### src/design/acw_pkg.sv
// Package for the AIFF chunk walker: shared types, header codes, chunk tags
// and small helper functions. No dependencies.
`default_nettype none

package acw_pkg;

  // Byte offsets run on 33 bits and saturate
  localparam int unsigned PosWidth = 33;
  localparam logic [PosWidth-1:0] PosMax = '1;

  // Width of the size fields carried on the result channel
  localparam int unsigned OutSizeWidth = 32;

  // Byte classification codes
  typedef enum logic [2:0] {
    ClsFormHdr  = 3'd0,
    ClsChunkHdr = 3'd1,
    ClsPayload  = 3'd2,
    ClsPad      = 3'd3,
    ClsBeyond   = 3'd4
  } byte_class_e;

  // Chunk kind codes
  typedef enum logic [2:0] {
    KindOther = 3'd0,
    KindName  = 3'd1,
    KindAuth  = 3'd2,
    KindCopy  = 3'd3,
    KindAnno  = 3'd4,
    KindComt  = 3'd5,
    KindId3   = 3'd6
  } chunk_kind_e;

  // Four-character chunk IDs, big-endian
  localparam logic [31:0] TagName = 32'h4E41_4D45;  // "NAME"
  localparam logic [31:0] TagAuth = 32'h4155_5448;  // "AUTH"
  localparam logic [31:0] TagCopy = 32'h2863_2920;  // "(c) "
  localparam logic [31:0] TagAnno = 32'h414E_4E4F;  // "ANNO"
  localparam logic [31:0] TagComt = 32'h434F_4D54;  // "COMT"
  localparam logic [31:0] TagId3  = 32'h4944_3320;  // "ID3 "

  // Input transaction payload
  typedef struct packed {
    logic [7:0] data_byte;
    logic       file_start;
  } in_item_t;

  // Map a chunk ID to its kind
  function automatic chunk_kind_e kind_of(input logic [31:0] tag);
    chunk_kind_e k;
    case (tag)
      TagName: k = KindName;
      TagAuth: k = KindAuth;
      TagCopy: k = KindCopy;
      TagAnno: k = KindAnno;
      TagComt: k = KindComt;
      TagId3:  k = KindId3;
      default: k = KindOther;
    endcase
    return k;
  endfunction

  // Saturating offset increment
  function automatic logic [PosWidth-1:0] sat_inc(input logic [PosWidth-1:0] v);
    logic [PosWidth-1:0] r;
    r = (v == PosMax) ? v : v + PosWidth'(1);
    return r;
  endfunction

endpackage

`default_nettype wire

### src/design/acw_in_if.sv
// Input channel of the AIFF chunk walker: one file byte per transaction.
// Depends on nothing.
`default_nettype none

interface acw_in_if;
  logic       valid;
  logic       ready;
  logic [7:0] data_byte;
  logic       file_start;

  modport source (output valid, data_byte, file_start, input ready);
  modport sink   (input valid, data_byte, file_start, output ready);
endinterface

`default_nettype wire

### src/design/acw_out_if.sv
// Result channel of the AIFF chunk walker: one classification per byte.
// Depends on nothing.
`default_nettype none

interface acw_out_if;
  logic        valid;
  logic        ready;
  logic [2:0]  byte_class;
  logic [2:0]  chunk_kind;
  logic        header_done;
  logic [31:0] chunk_size;
  logic [31:0] form_size;
  logic [32:0] byte_offset;
  logic        id3_valid;
  logic [32:0] id3_offset;

  modport source (output valid, byte_class, chunk_kind, header_done, chunk_size,
                  form_size, byte_offset, id3_valid, id3_offset, input ready);
  modport sink   (input valid, byte_class, chunk_kind, header_done, chunk_size,
                  form_size, byte_offset, id3_valid, id3_offset, output ready);
endinterface

`default_nettype wire

### src/design/acw_in_stage.sv
// Input register stage of the AIFF chunk walker.
// Depends on acw_pkg and acw_in_if.
`default_nettype none

module acw_in_stage (
  input  wire logic         clk_i,
  input  wire logic         rst_ni,
  acw_in_if.sink            in_i,
  output acw_pkg::in_item_t item_o,
  output logic              item_valid_o,
  input  wire logic         item_ready_i
);

  logic              valid_q;
  acw_pkg::in_item_t item_q;
  logic              load;

  // Stage takes a new byte when empty or when its content moves on
  assign load      = !valid_q || item_ready_i;
  assign in_i.ready = load;

  // Valid flag
  always_ff @(posedge clk_i or negedge rst_ni) begin
    if (!rst_ni) begin
      valid_q <= 1'b0;
    end else if (load) begin
      valid_q <= in_i.valid;
    end
  end

  // Payload, no reset
  always_ff @(posedge clk_i) begin
    if (load && in_i.valid) begin
      item_q.data_byte  <= in_i.data_byte;
      item_q.file_start <= in_i.file_start;
    end
  end

  assign item_o       = item_q;
  assign item_valid_o = valid_q;

endmodule

`default_nettype wire

### src/design/acw_walker.sv
// Parse state machine and result register of the AIFF chunk walker.
// Depends on acw_pkg and acw_out_if.
`default_nettype none

module acw_walker #(
  parameter int unsigned SIZE_WIDTH = 32
) (
  input  wire logic              clk_i,
  input  wire logic              rst_ni,
  input  wire acw_pkg::in_item_t item_i,
  input  wire logic              item_valid_i,
  output logic                   item_ready_o,
  acw_out_if.source              out_o
);

  localparam int unsigned PW = acw_pkg::PosWidth;
  localparam int unsigned OW = acw_pkg::OutSizeWidth;
  localparam logic [31:0] SizeMask = 32'((64'(1) << SIZE_WIDTH) - 64'(1));

  // Header byte counts
  localparam logic [3:0] SizeFirst   = 4'd4;
  localparam logic [3:0] SizeLast    = 4'd7;
  localparam logic [3:0] FormHdrLast = 4'd11;
  localparam logic [PW-1:0] FormBias = PW'(8);

  typedef enum logic [2:0] {
    PhForm,
    PhHdr,
    PhPay,
    PhPad,
    PhBeyond
  } phase_e;

  // Parse state
  logic [PW-1:0]         pos_q, pos_c, pos_d;
  phase_e                ph_q, ph_c, ph_w, ph_d;
  logic [3:0]            hc_q, hc_c, hc_d;
  logic [31:0]           tag_q, tag_c, tag_d;
  logic [31:0]           size_q, size_c, size_d;
  logic [SIZE_WIDTH-1:0] rem_q, rem_c, rem_d;
  acw_pkg::chunk_kind_e  kind_q, kind_c, kind_d;
  logic [SIZE_WIDTH-1:0] form_q, form_c, form_d;
  logic [PW-1:0]         id3pos_q, id3pos_c, id3pos_d;
  logic                  id3seen_q, id3seen_c, id3seen_d;

  // Result register
  logic                  out_valid_q;
  acw_pkg::byte_class_e  cls_q, cls_d;
  acw_pkg::chunk_kind_e  rkind_q, rkind_d;
  logic                  done_q, done_d;
  logic [OW-1:0]         csize_q, csize_d;
  logic [PW-1:0]         offs_q;

  // Header scratch
  logic [31:0]           hdr_tag, hdr_size, masked;
  logic [PW-1:0]         form_end;
  logic                  advance;

  assign item_ready_o = !out_valid_q || out_o.ready;
  assign advance      = item_valid_i && item_ready_o;

  // Next state and result for the byte in the input register
  always_comb begin
    // File start restarts from the reset state
    if (item_i.file_start) begin
      pos_c     = '0;
      ph_c      = PhForm;
      hc_c      = '0;
      tag_c     = '0;
      size_c    = '0;
      rem_c     = '0;
      kind_c    = acw_pkg::KindOther;
      form_c    = '0;
      id3pos_c  = '0;
      id3seen_c = 1'b0;
    end else begin
      pos_c     = pos_q;
      ph_c      = ph_q;
      hc_c      = hc_q;
      tag_c     = tag_q;
      size_c    = size_q;
      rem_c     = rem_q;
      kind_c    = kind_q;
      form_c    = form_q;
      id3pos_c  = id3pos_q;
      id3seen_c = id3seen_q;
    end

    hc_d      = hc_c;
    tag_d     = tag_c;
    size_d    = size_c;
    rem_d     = rem_c;
    kind_d    = kind_c;
    form_d    = form_c;
    id3pos_d  = id3pos_c;
    id3seen_d = id3seen_c;
    cls_d     = acw_pkg::ClsBeyond;
    rkind_d   = acw_pkg::KindOther;
    done_d    = 1'b0;
    csize_d   = '0;
    hdr_tag   = '0;
    hdr_size  = '0;
    masked    = '0;

    // Form end is checked only where a new chunk header would start
    form_end = PW'(form_c) + FormBias;
    if (ph_c == PhHdr && hc_c == '0 && pos_c >= form_end) begin
      ph_w = PhBeyond;
    end else begin
      ph_w = ph_c;
    end
    ph_d = ph_w;

    unique case (ph_w)
      PhForm: begin
        cls_d = acw_pkg::ClsFormHdr;
        if (hc_c >= SizeFirst && hc_c <= SizeLast) begin
          size_d = {size_c[23:0], item_i.data_byte};
        end
        if (hc_c == SizeLast) begin
          form_d = size_d[SIZE_WIDTH-1:0];
        end
        if (hc_c >= FormHdrLast) begin
          ph_d = PhHdr;
          hc_d = '0;
        end else begin
          hc_d = hc_c + 4'd1;
        end
      end
      PhHdr: begin
        cls_d = acw_pkg::ClsChunkHdr;
        // First header byte clears the ID and size shifters
        hdr_tag  = (hc_c == '0) ? '0 : tag_c;
        hdr_size = (hc_c == '0) ? '0 : size_c;
        if (hc_c < SizeFirst) begin
          tag_d  = {hdr_tag[23:0], item_i.data_byte};
          size_d = hdr_size;
        end else begin
          tag_d  = hdr_tag;
          size_d = {hdr_size[23:0], item_i.data_byte};
        end
        if (hc_c >= SizeLast) begin
          masked  = size_d & SizeMask;
          size_d  = masked;
          done_d  = 1'b1;
          kind_d  = acw_pkg::kind_of(tag_d);
          rkind_d = kind_d;
          csize_d = masked;
          rem_d   = masked[SIZE_WIDTH-1:0];
          if (kind_d == acw_pkg::KindId3) begin
            id3pos_d  = acw_pkg::sat_inc(pos_c);
            id3seen_d = 1'b1;
          end
          ph_d = (rem_d != '0) ? PhPay : PhHdr;
          hc_d = '0;
        end else begin
          hc_d = hc_c + 4'd1;
        end
      end
      PhPay: begin
        cls_d   = acw_pkg::ClsPayload;
        rkind_d = kind_c;
        csize_d = size_c;
        if (rem_c != '0) begin
          rem_d = rem_c - SIZE_WIDTH'(1);
        end
        // Odd sizes get one pad byte
        if (rem_d == '0) begin
          ph_d = size_c[0] ? PhPad : PhHdr;
        end
      end
      PhPad: begin
        cls_d   = acw_pkg::ClsPad;
        rkind_d = kind_c;
        csize_d = size_c;
        ph_d    = PhHdr;
      end
      default: begin
        cls_d = acw_pkg::ClsBeyond;
        ph_d  = PhBeyond;
      end
    endcase

    pos_d = acw_pkg::sat_inc(pos_c);
  end

  // State and result registers
  always_ff @(posedge clk_i or negedge rst_ni) begin
    if (!rst_ni) begin
      pos_q       <= '0;
      ph_q        <= PhForm;
      hc_q        <= '0;
      tag_q       <= '0;
      size_q      <= '0;
      rem_q       <= '0;
      kind_q      <= acw_pkg::KindOther;
      form_q      <= '0;
      id3pos_q    <= '0;
      id3seen_q   <= 1'b0;
      out_valid_q <= 1'b0;
      cls_q       <= acw_pkg::ClsFormHdr;
      rkind_q     <= acw_pkg::KindOther;
      done_q      <= 1'b0;
      csize_q     <= '0;
      offs_q      <= '0;
    end else begin
      if (item_ready_o) begin
        out_valid_q <= item_valid_i;
      end
      if (advance) begin
        pos_q     <= pos_d;
        ph_q      <= ph_d;
        hc_q      <= hc_d;
        tag_q     <= tag_d;
        size_q    <= size_d;
        rem_q     <= rem_d;
        kind_q    <= kind_d;
        form_q    <= form_d;
        id3pos_q  <= id3pos_d;
        id3seen_q <= id3seen_d;
        cls_q     <= cls_d;
        rkind_q   <= rkind_d;
        done_q    <= done_d;
        csize_q   <= csize_d;
        offs_q    <= pos_c;
      end
    end
  end

  // Result channel; form size and ID3 fields are the post-update state
  assign out_o.valid       = out_valid_q;
  assign out_o.byte_class  = cls_q;
  assign out_o.chunk_kind  = rkind_q;
  assign out_o.header_done = done_q;
  assign out_o.chunk_size  = csize_q;
  assign out_o.form_size   = OW'(form_q);
  assign out_o.byte_offset = offs_q;
  assign out_o.id3_valid   = id3seen_q;
  assign out_o.id3_offset  = id3pos_q;

endmodule

`default_nettype wire

### src/design/aiff_chunk_walker_unit.sv
// Top level of the AIFF chunk walker: input register stage and walker.
// Depends on acw_pkg, acw_in_if, acw_out_if, acw_in_stage, acw_walker.
//
//   channel | dir | payload                                       | handshake
//   in_i    | in  | data_byte, file_start                         | valid/ready
//   out_o   | out | byte_class, chunk_kind, header_done,          | valid/ready
//           |     | chunk_size, form_size, byte_offset,           |
//           |     | id3_valid, id3_offset                         |
//
// One byte per cycle sustained while the result channel is ready; each input
// transaction passes through the input register, then the result register.
// Parse state advances when the byte moves into the result register.
// Reset clears the parse state and both valid flags; file_start restarts
// parsing in-band. A stalled result holds; the input stalls only once both
// stages are full.
`default_nettype none

module aiff_chunk_walker_unit #(
  parameter int unsigned SIZE_WIDTH = 32
) (
  input  wire logic clk_i,
  input  wire logic rst_ni,
  acw_in_if.sink    in_i,
  acw_out_if.source out_o
);

  acw_pkg::in_item_t item;
  logic              item_valid;
  logic              item_ready;

  acw_in_stage u_in_stage (
    .clk_i        (clk_i),
    .rst_ni       (rst_ni),
    .in_i         (in_i),
    .item_o       (item),
    .item_valid_o (item_valid),
    .item_ready_i (item_ready)
  );

  acw_walker #(
    .SIZE_WIDTH (SIZE_WIDTH)
  ) u_walker (
    .clk_i        (clk_i),
    .rst_ni       (rst_ni),
    .item_i       (item),
    .item_valid_i (item_valid),
    .item_ready_o (item_ready),
    .out_o        (out_o)
  );

endmodule

`default_nettype wire

### src/flat_wrapper.sv
// flat-port wrapper written by rule: the top's interface ports become plain ports
module aiff_chunk_walker_unit_flat 
#(
  parameter int unsigned SIZE_WIDTH = 32
)
  (clk_i, rst_ni, in_i_valid, in_i_data_byte, in_i_file_start, in_i_ready, out_o_valid, out_o_byte_class, out_o_chunk_kind, out_o_header_done, out_o_chunk_size, out_o_form_size, out_o_byte_offset, out_o_id3_valid, out_o_id3_offset, out_o_ready);
  acw_in_if in_i_i ();
  acw_out_if out_o_i ();
  input  wire logic clk_i;
  input  wire logic rst_ni;
  input wire logic [$bits(in_i_i.valid)-1:0] in_i_valid;
  input wire logic [$bits(in_i_i.data_byte)-1:0] in_i_data_byte;
  input wire logic [$bits(in_i_i.file_start)-1:0] in_i_file_start;
  output wire logic [$bits(in_i_i.ready)-1:0] in_i_ready;
  output wire logic [$bits(out_o_i.valid)-1:0] out_o_valid;
  output wire logic [$bits(out_o_i.byte_class)-1:0] out_o_byte_class;
  output wire logic [$bits(out_o_i.chunk_kind)-1:0] out_o_chunk_kind;
  output wire logic [$bits(out_o_i.header_done)-1:0] out_o_header_done;
  output wire logic [$bits(out_o_i.chunk_size)-1:0] out_o_chunk_size;
  output wire logic [$bits(out_o_i.form_size)-1:0] out_o_form_size;
  output wire logic [$bits(out_o_i.byte_offset)-1:0] out_o_byte_offset;
  output wire logic [$bits(out_o_i.id3_valid)-1:0] out_o_id3_valid;
  output wire logic [$bits(out_o_i.id3_offset)-1:0] out_o_id3_offset;
  input wire logic [$bits(out_o_i.ready)-1:0] out_o_ready;
  assign in_i_i.valid = in_i_valid;
  assign in_i_i.data_byte = in_i_data_byte;
  assign in_i_i.file_start = in_i_file_start;
  assign in_i_ready = in_i_i.ready;
  assign out_o_valid = out_o_i.valid;
  assign out_o_byte_class = out_o_i.byte_class;
  assign out_o_chunk_kind = out_o_i.chunk_kind;
  assign out_o_header_done = out_o_i.header_done;
  assign out_o_chunk_size = out_o_i.chunk_size;
  assign out_o_form_size = out_o_i.form_size;
  assign out_o_byte_offset = out_o_i.byte_offset;
  assign out_o_id3_valid = out_o_i.id3_valid;
  assign out_o_id3_offset = out_o_i.id3_offset;
  assign out_o_i.ready = out_o_ready;
  aiff_chunk_walker_unit #(.SIZE_WIDTH(SIZE_WIDTH)) u_core (.clk_i(clk_i), .rst_ni(rst_ni), .in_i(in_i_i), .out_o(out_o_i));
endmodule
### config.mk
export PLATFORM = sky130hd
export DESIGN_NAME = aiff_chunk_walker_unit_flat
export DESIGN_NICKNAME = d
export VERILOG_FILES = /design/src/design/acw_pkg.sv /design/src/design/acw_in_if.sv /design/src/design/acw_out_if.sv /design/src/design/acw_in_stage.sv /design/src/design/acw_walker.sv /design/src/design/aiff_chunk_walker_unit.sv /design/src/flat_wrapper.sv
export SDC_FILE = /design/constraint.sdc
export NUM_CORES = 1
export LEC_CHECK = 0
export ABC_AREA = 1
export BUFFER_PORTS_ARGS = -buffer_cell sky130_fd_sc_hd__buf_4
export CAP_MARGIN = 20
export CORE_MARGIN = 2
export CORE_UTILIZATION = 50
export DETAILED_ROUTE_END_ITERATION = 12
export PLACE_DENSITY = 0.75
export SETUP_SLACK_MARGIN = 0.2
export SYNTH_ARGS = -nofsm -noshare
export SYNTH_HDL_FRONTEND = slang
export SYNTH_SLANG_ARGS = --single-unit
### constraint.sdc
create_clock -name clk_i -period 5.6 [get_ports clk_i]
set_clock_uncertainty 0.15 [all_clocks]
set_input_delay 0.28 -clock clk_i [delete_from_list [all_inputs] [get_ports clk_i]]
set_output_delay 0.28 -clock clk_i [all_outputs]
set_load 0.1 [all_outputs]
# After elaboration in Yosys (flattened, before gate mapping)
# Cells that the tools add are included.
# word_totals
wordCells,111
out_inout_bits,140
inputBits,13
reg_bits,288
# classes
n_eq_ne,13
n_reduce_logical,15
magnitude_cmp,6
muxes,54
n_addsub,4
# ops
operator,n
$mux W32,18
$mux W33,6
$pmux W32 S2,3
$eq A32 B31 Y1 const B,5
$reduce_bool A32 Y1,2
$add A32 B4 Y33 const B,1
$add A33 B1 Y33 const B,1
$eq A33 B33 Y1 const B,1
$ge A33 B33 Y1,1
$mux W3,11
$eq A32 B30 Y1 const B,1
$logic_not A32 Y1,1
$sub A32 B1 Y32 const B,1
$pmux W3 S4,2
$pmux W3 S6,1
$mux W4,3
$ge A4 B3 Y1 const B,2
$pmux W4 S2,1
$eq A3 B1 Y1 const B,2
$eq A3 B2 Y1 const B,2
$mux W1,6
$pmux W3 S2,1
$logic_and A1 B1 Y1,5
$add A4 B1 Y4 const B,1
11 further kinds,14

# Logic depth before layout (Yosys ltp)
# depth
ltp_word,15
mapped_depth,39
depth_no_buf,34

# Modules after synthesis
# Synthesis repeated with hierarchy kept, for this count alone.
# hier_totals
cells_unflattened,3250
hier_area_um2,20633.5
# modules_own_cells
mod,seq_area_each_um2,area_per_inst_um2,instances,cells_each
acw_walker,6956.7,20318.2,1,3235
acw_in_stage,295.3,315.3,1,15

# Worst setup path before layout
# Ideal clock, no wire load.
# synth_path
kind,register to register
start,reg u_core.u_walker.form_q[4] (netlist: u_core.u_walker.out_o.form_size[4])
end,reg u_core.u_walker.tag_q[29]
path_slack_ps,812
required_time_ps,5318
setup_time_ps,132
t_arrival_ps,4505
synth_period_minus_slack_ps,4788
path_buffers,3
stages_incl_launch_ff,31
path_cell_list,dfrtp_1 > nand4_2 > nor2_1 > nand2_1 > nor2_1 > inv_1 > nor2_2 > inv_2 > nor2_1 > nand3_1 > inv_1 > nand2_1 > nor2_1 > nand4_1 > nor2_1 > nand4_1 > ha_1 > nand2_1 > nor2_1 > nand3_1 > nor2_1 > nand3b_1 > nand4_1 > nand2_1 > nand4_1 > buf_2 > buf_2 > buf_2 > o21ai_0 > nand2_1 > o22ai_1
# synth_between
elab_chain_len,7
# synth_lines
element,line_no,rtl
start: declaration,acw_walker.sv:42,"logic [SIZE_WIDTH-1:0] form_q, form_c, form_d;"
start signal: assignment,acw_walker.sv:218,form_q <= form_d;
$mux W32,acw_walker.sv:65,if (item_i.file_start) begin
$add A32 B4 Y33,acw_walker.sv:106,form_end = PW'(form_c) + FormBias;
$ge A33 B33 Y1,acw_walker.sv:107,if (ph_c == PhHdr && hc_c == '0 && pos_c >= form_end) begin
$logic_and A1 B1 Y1,acw_walker.sv:107,
$mux W3,acw_walker.sv:107,
$eq A3 B1 Y1,acw_walker.sv:114,unique case (ph_w)
$mux W32,acw_walker.sv:114,
end signal: assignment,acw_walker.sv:214,tag_q <= tag_d;
end: declaration,acw_walker.sv:38,"logic [31:0] tag_q, tag_c, tag_d;"
# No other way between the ends.
# A chain may end at the register's enable or synchronous reset.

# Worst setup path after layout
# layout_path
start,"reg u_core.u_in_stage.item_q, in the netlist u_core.u_in_stage.item_o[0]"
end,reg u_core.u_walker.size_q[16]
# layout_between
elab_chain_len,7
elab_cells_between_ends,23
cone_classes,add/sub (1); order compare (4); eq/ne (2); mux (11); reduce/logical (5)
# layout_lines
element,line_no,rtl
start: declaration,acw_in_stage.sv:15,acw_pkg::in_item_t item_q;
$mux W32 (tied with other cells),acw_walker.sv:65,
$add A32 B4 Y33 (tied with other cells),acw_walker.sv:106,
$ge A33 B33 Y1 / $logic_and A1 B1 Y1 (equally long branches),acw_walker.sv:107,
$logic_and A1 B1 Y1,acw_walker.sv:107,
$mux W3,acw_walker.sv:107,
$eq A3 B1 Y1 / $logic_not A3 Y1 (equally long branches),acw_walker.sv:114,
$pmux W32 S2 *,acw_walker.sv:114,
end signal: assignment,acw_walker.sv:215,size_q <= size_d;
end: declaration,acw_walker.sv:39,"logic [31:0] size_q, size_c, size_d;"
# Mark *: on every way between the ends. The rest lies on a longest branch, timed or not. The select of a mux whose other input is x is not followed.

==> impl_metrics.ini <==
[synth]
synth.yosys.seq_area_share_pct = 35.1
async_flop_share_pct = 96.9
synth_xor_area_share_pct = 0.975
synth_top_area_share_pct = 33.8
yosys.area.top_type = dfrtp_1
synth_top_family_by_area = simple AND/OR/NAND/NOR gates
yosysMostFrequentCell = nand2_1
synth_edf_count = 9
synth.area.top_cells = dfrtp_1 (34%), nand2_1 (19%), nor2_1 (8.2%)
netlist_area_um2 = 20700
synth.mux.area_fraction_pct = 0
syn-instance-count = 3284
syn-mean-instance-area_um2 = 6.29
yosysWarnings = 0
yosysUniqueCellTypes = 46
ys_seq_elements = 288
synthSimpleGateAreaFrac_pct = 37.4
synth_common_cells = nand2_1 (1042), nor2_1 (452), o21ai_0 (332), inv_1 (303), dfrtp_1 (279)
syn_nets = 3334
synth_compound_area_share_pct = 14.6
synth_adder_area_share_pct = 2.24
ys.flop_type = dfrtp_1

[global_routing]
grt_pass1_wl_um = 119000
overflow = 0
grt_start_max_net_pins = 130
grt_pass1_vias = 21062
grt_usage_pct = 34.3
antenna_found_initial = 1

[power]
swShare_pct = 44.9
p_seq_share_pct = 29.8
p_sw_uw = 3780
power_frac_clock_pct = 29.1
pwr-share-comb_pct = 41.0
peakVddDrop_mv = 0.214
power_density_nw_per_um2 = 355
leakagePower_uw = 0.0120
p_int_uw = 4630

[placed_design]
place_congestion = 0.968
port_buffers = 152
place_ws_ns = 0.348
hpwlAfterDp_um = 53600

[final_layout]
fillers = 3914
nets = 3418
drive_above_1_share_pct = 9.46
area_growth_pct = 14.8

[worst_setup_path]
worstPathMaxFanout = 31
rr_worst_depth = 23
reg2reg_from = u_core.u_in_stage.item_o[0]
critPathLaunchType = flip-flop
crit_path_start = u_core.u_in_stage.item_o[0]
cp_num_buf_inv = 6
crit_type = reg2reg
crit_chain = buf_4 > nor2_1 > nand2_1 > nor3_1 > nand3_1 > nor4_1 > nand2_1 > xnor2_1 > inv_1 > ha_1 > nand2_1 > nor2_2 > nand3_1 > inv_1 > a21oi_1 > nand4_1 > nand2_2 > nand4_1 > clkbuf_16 > inv_4 > clkbuf_16 > a21oi_1 > a21oi_1
crit_arrival_ns = 5.49
required_ns = 5.92
cp-end-kind = flip-flop
critPathTopFamily = simple AND/OR/NAND/NOR gates
cp_slowest_cell = nor4_1
r2r_slack_ns = 0.43
cp.depth = 23
cpPeakStageDelay_ns = 0.48
timing.rr.end = u_core.u_walker.size_q[16]
crit_end = u_core.u_walker.size_q[16]

[timing]
finalSetupTns_ns = 0
rsz0062_at_grt = false
fin_crit_ns = 5.17
hold_viol = 0
relSlewSlack_pct = 22.7
setup_slack_ns = 0.428
worst_pin_slew_ns = 1.16
setup_viol = 0
timing.fmax_mhz = 193
slew_violations = 0
post-route-period-util_pct = 92.4

[die]
chipHeight_um = 207
die_width_um = 207
start_util_pct = 50.6
dieArea_um2 = 42900
rows = 74
pin_count = 153
core_area_um2 = 40800

[drt]
wl_um = 77000
wl_met1_um = 32800
drc = 0
ant_nets = 0
wl_per_cell_um = 19.6
drtPass1Iterations = 7
routed.top_layer = met4
met2_length_um = 33800
vias = 22865
wl_met3_um = 7080
vias_per_cell = 5.82
drt_iter0_drc = 2733

[clock_tree]
numCtsBuffers = 35
clk_path_buf_depth = 3
cts_tree = done
clkLatencyLatePin_ns = 0.57
htree_num_levels = 2
path_clk_slew_ns = 0.06
clock-sinks = 288
cts_root_buf = clkbuf_16

[worst_hold_path]
worstHoldPathType = in2async

[flow_run]
cap_viol_max_count = 0

[status]
status = complete, no violations
## power by group through the flow
stage          sequential [µW]  combinational (µW)  clock (µW)
2_1_floorplan             2810                2030           0
3_3_place_gp              2530                3250           0
3_5_place_dp              2530                3290           0
4_1_cts                   2500                3310        2470
5_1_grt                   2530                3740        2540
6_report                  2510                3450        2450
## worst register-to-register path, delay by kind of cell (launching register included)
family                   cells  cell delay (ns)
AND/OR/NAND/NOR             12             2.43
buffers and inverters        6             1.16
flip-flops                   1             0.46
AO/OA/AOI/OAI                3             0.42
adder cells (fa/ha/maj)      1             0.29
XOR/XNOR                     1             0.19
## worst min path at each step
stage	from	to	slack (ns)	depth (start not counted)
final	rst_ni	u_core.u_walker.out_o.id3_offset[18]	0.22	2
after global routing	in_i_data_byte[4]	u_core.u_in_stage.item_o[5]	0.33	2
after CTS	rst_ni	u_core.u_walker.out_o.byte_offset[14]	0.27	2
after detailed placement	rst_ni	u_core.u_walker.out_o.id3_offset[18]	0.27	1
after global placement	rst_ni	u_core.u_walker.out_o.id3_offset[18]	0.26	1
after floorplan	rst_ni	u_core.u_in_stage.item_valid_o	-0.17	0
## final cells by class
type | instances | area [µm²] | area share, %
antenna | 1 | 2.50 | 0.0106
clock inverter | 16 | 209 | 0.881
sequential | 288 | 7250 | 30.6
timing repair buffer | 231 | 1930 | 8.15
tap | 532 | 666 | 2.81
multi-input combinational | 2500 | 11500 | 48.3
inverter | 312 | 1180 | 4.99
clock buffer | 47 | 1000 | 4.23
## per-stage QoR
stage	cells	instance area, µm²	util (%)	power, µW	hold slack [ns]
global route	3926	23700	58.1	8810	0.326
global placement	3831	22000	54.0	5780	0.261
detailed placement	3832	22100	54.0	5820	0.272
finish	3927	23700	58.1	8410	0.221
floorplan	3284	20700	-	4840	-0.166
CTS	3909	23400	57.3	8290	0.271
## routing by layer
metal / GRT usage, % / vias to the layer above
met5: 0 / -
met4: 14.0 / 0
met3: 4.72 / 202
met2: 52.4 / 1259
met1: 49.2 / 10616
li1: - / 10788
## repair_timing
action                                 CTS  global route
hold buffers                            14             0
endpoints found under the hold margin  121             0
setup endpoints to repair                0           173
gates resized for setup                  0            46
setup buffers                            0            10
## sequential cells by signal, indices dropped and copies added (netlist names), 3 cells and up
name	cells
u_core.u_walker.out_o.byte_offset	33
u_core.u_walker.out_o.id3_offset	33
u_core.u_walker.pos_q	33
u_core.u_walker.out_o.chunk_size	32
u_core.u_walker.out_o.form_size	32
u_core.u_walker.rem_q	32
u_core.u_walker.size_q	32
u_core.u_walker.tag_q	32
u_core.u_in_stage.item_o	9
u_core.u_walker.hc_q	4
u_core.u_walker.kind_q	3
u_core.u_walker.out_o.byte_class	3
u_core.u_walker.out_o.chunk_kind	3
u_core.u_walker.ph_q	3
## kinds of logic after synthesis
group | Yosys count
simple gates | 1876
xor+xnor | 23
fa+ha+maj | 37
flops | 288
compound gates | 564
buf+inv | 496
## cell usage in the layout, fill, tap and decap left out, types with 9 or more instances in the layout
cell,netlist,final
dlygate4sd3_1,0,14
inv_1,303,303
nand3b_1,10,10
nand3_1,220,220
o211ai_1,25,25
nand4_1,65,65
nor3_1,58,57
clkbuf_16,0,39
ha_1,37,36
nand2_1,1042,1038
a21oi_1,114,114
nor2_2,7,9
dfrtp_1,279,279
a31oi_1,19,19
o22ai_1,23,23
buf_4,7,201
nor2_1,452,448
o21ai_0,332,316
xor2_1,19,19
edfxtp_1,9,9
a22oi_1,9,9
o21ai_1,29,43
(Power assumes the default switching activity.)
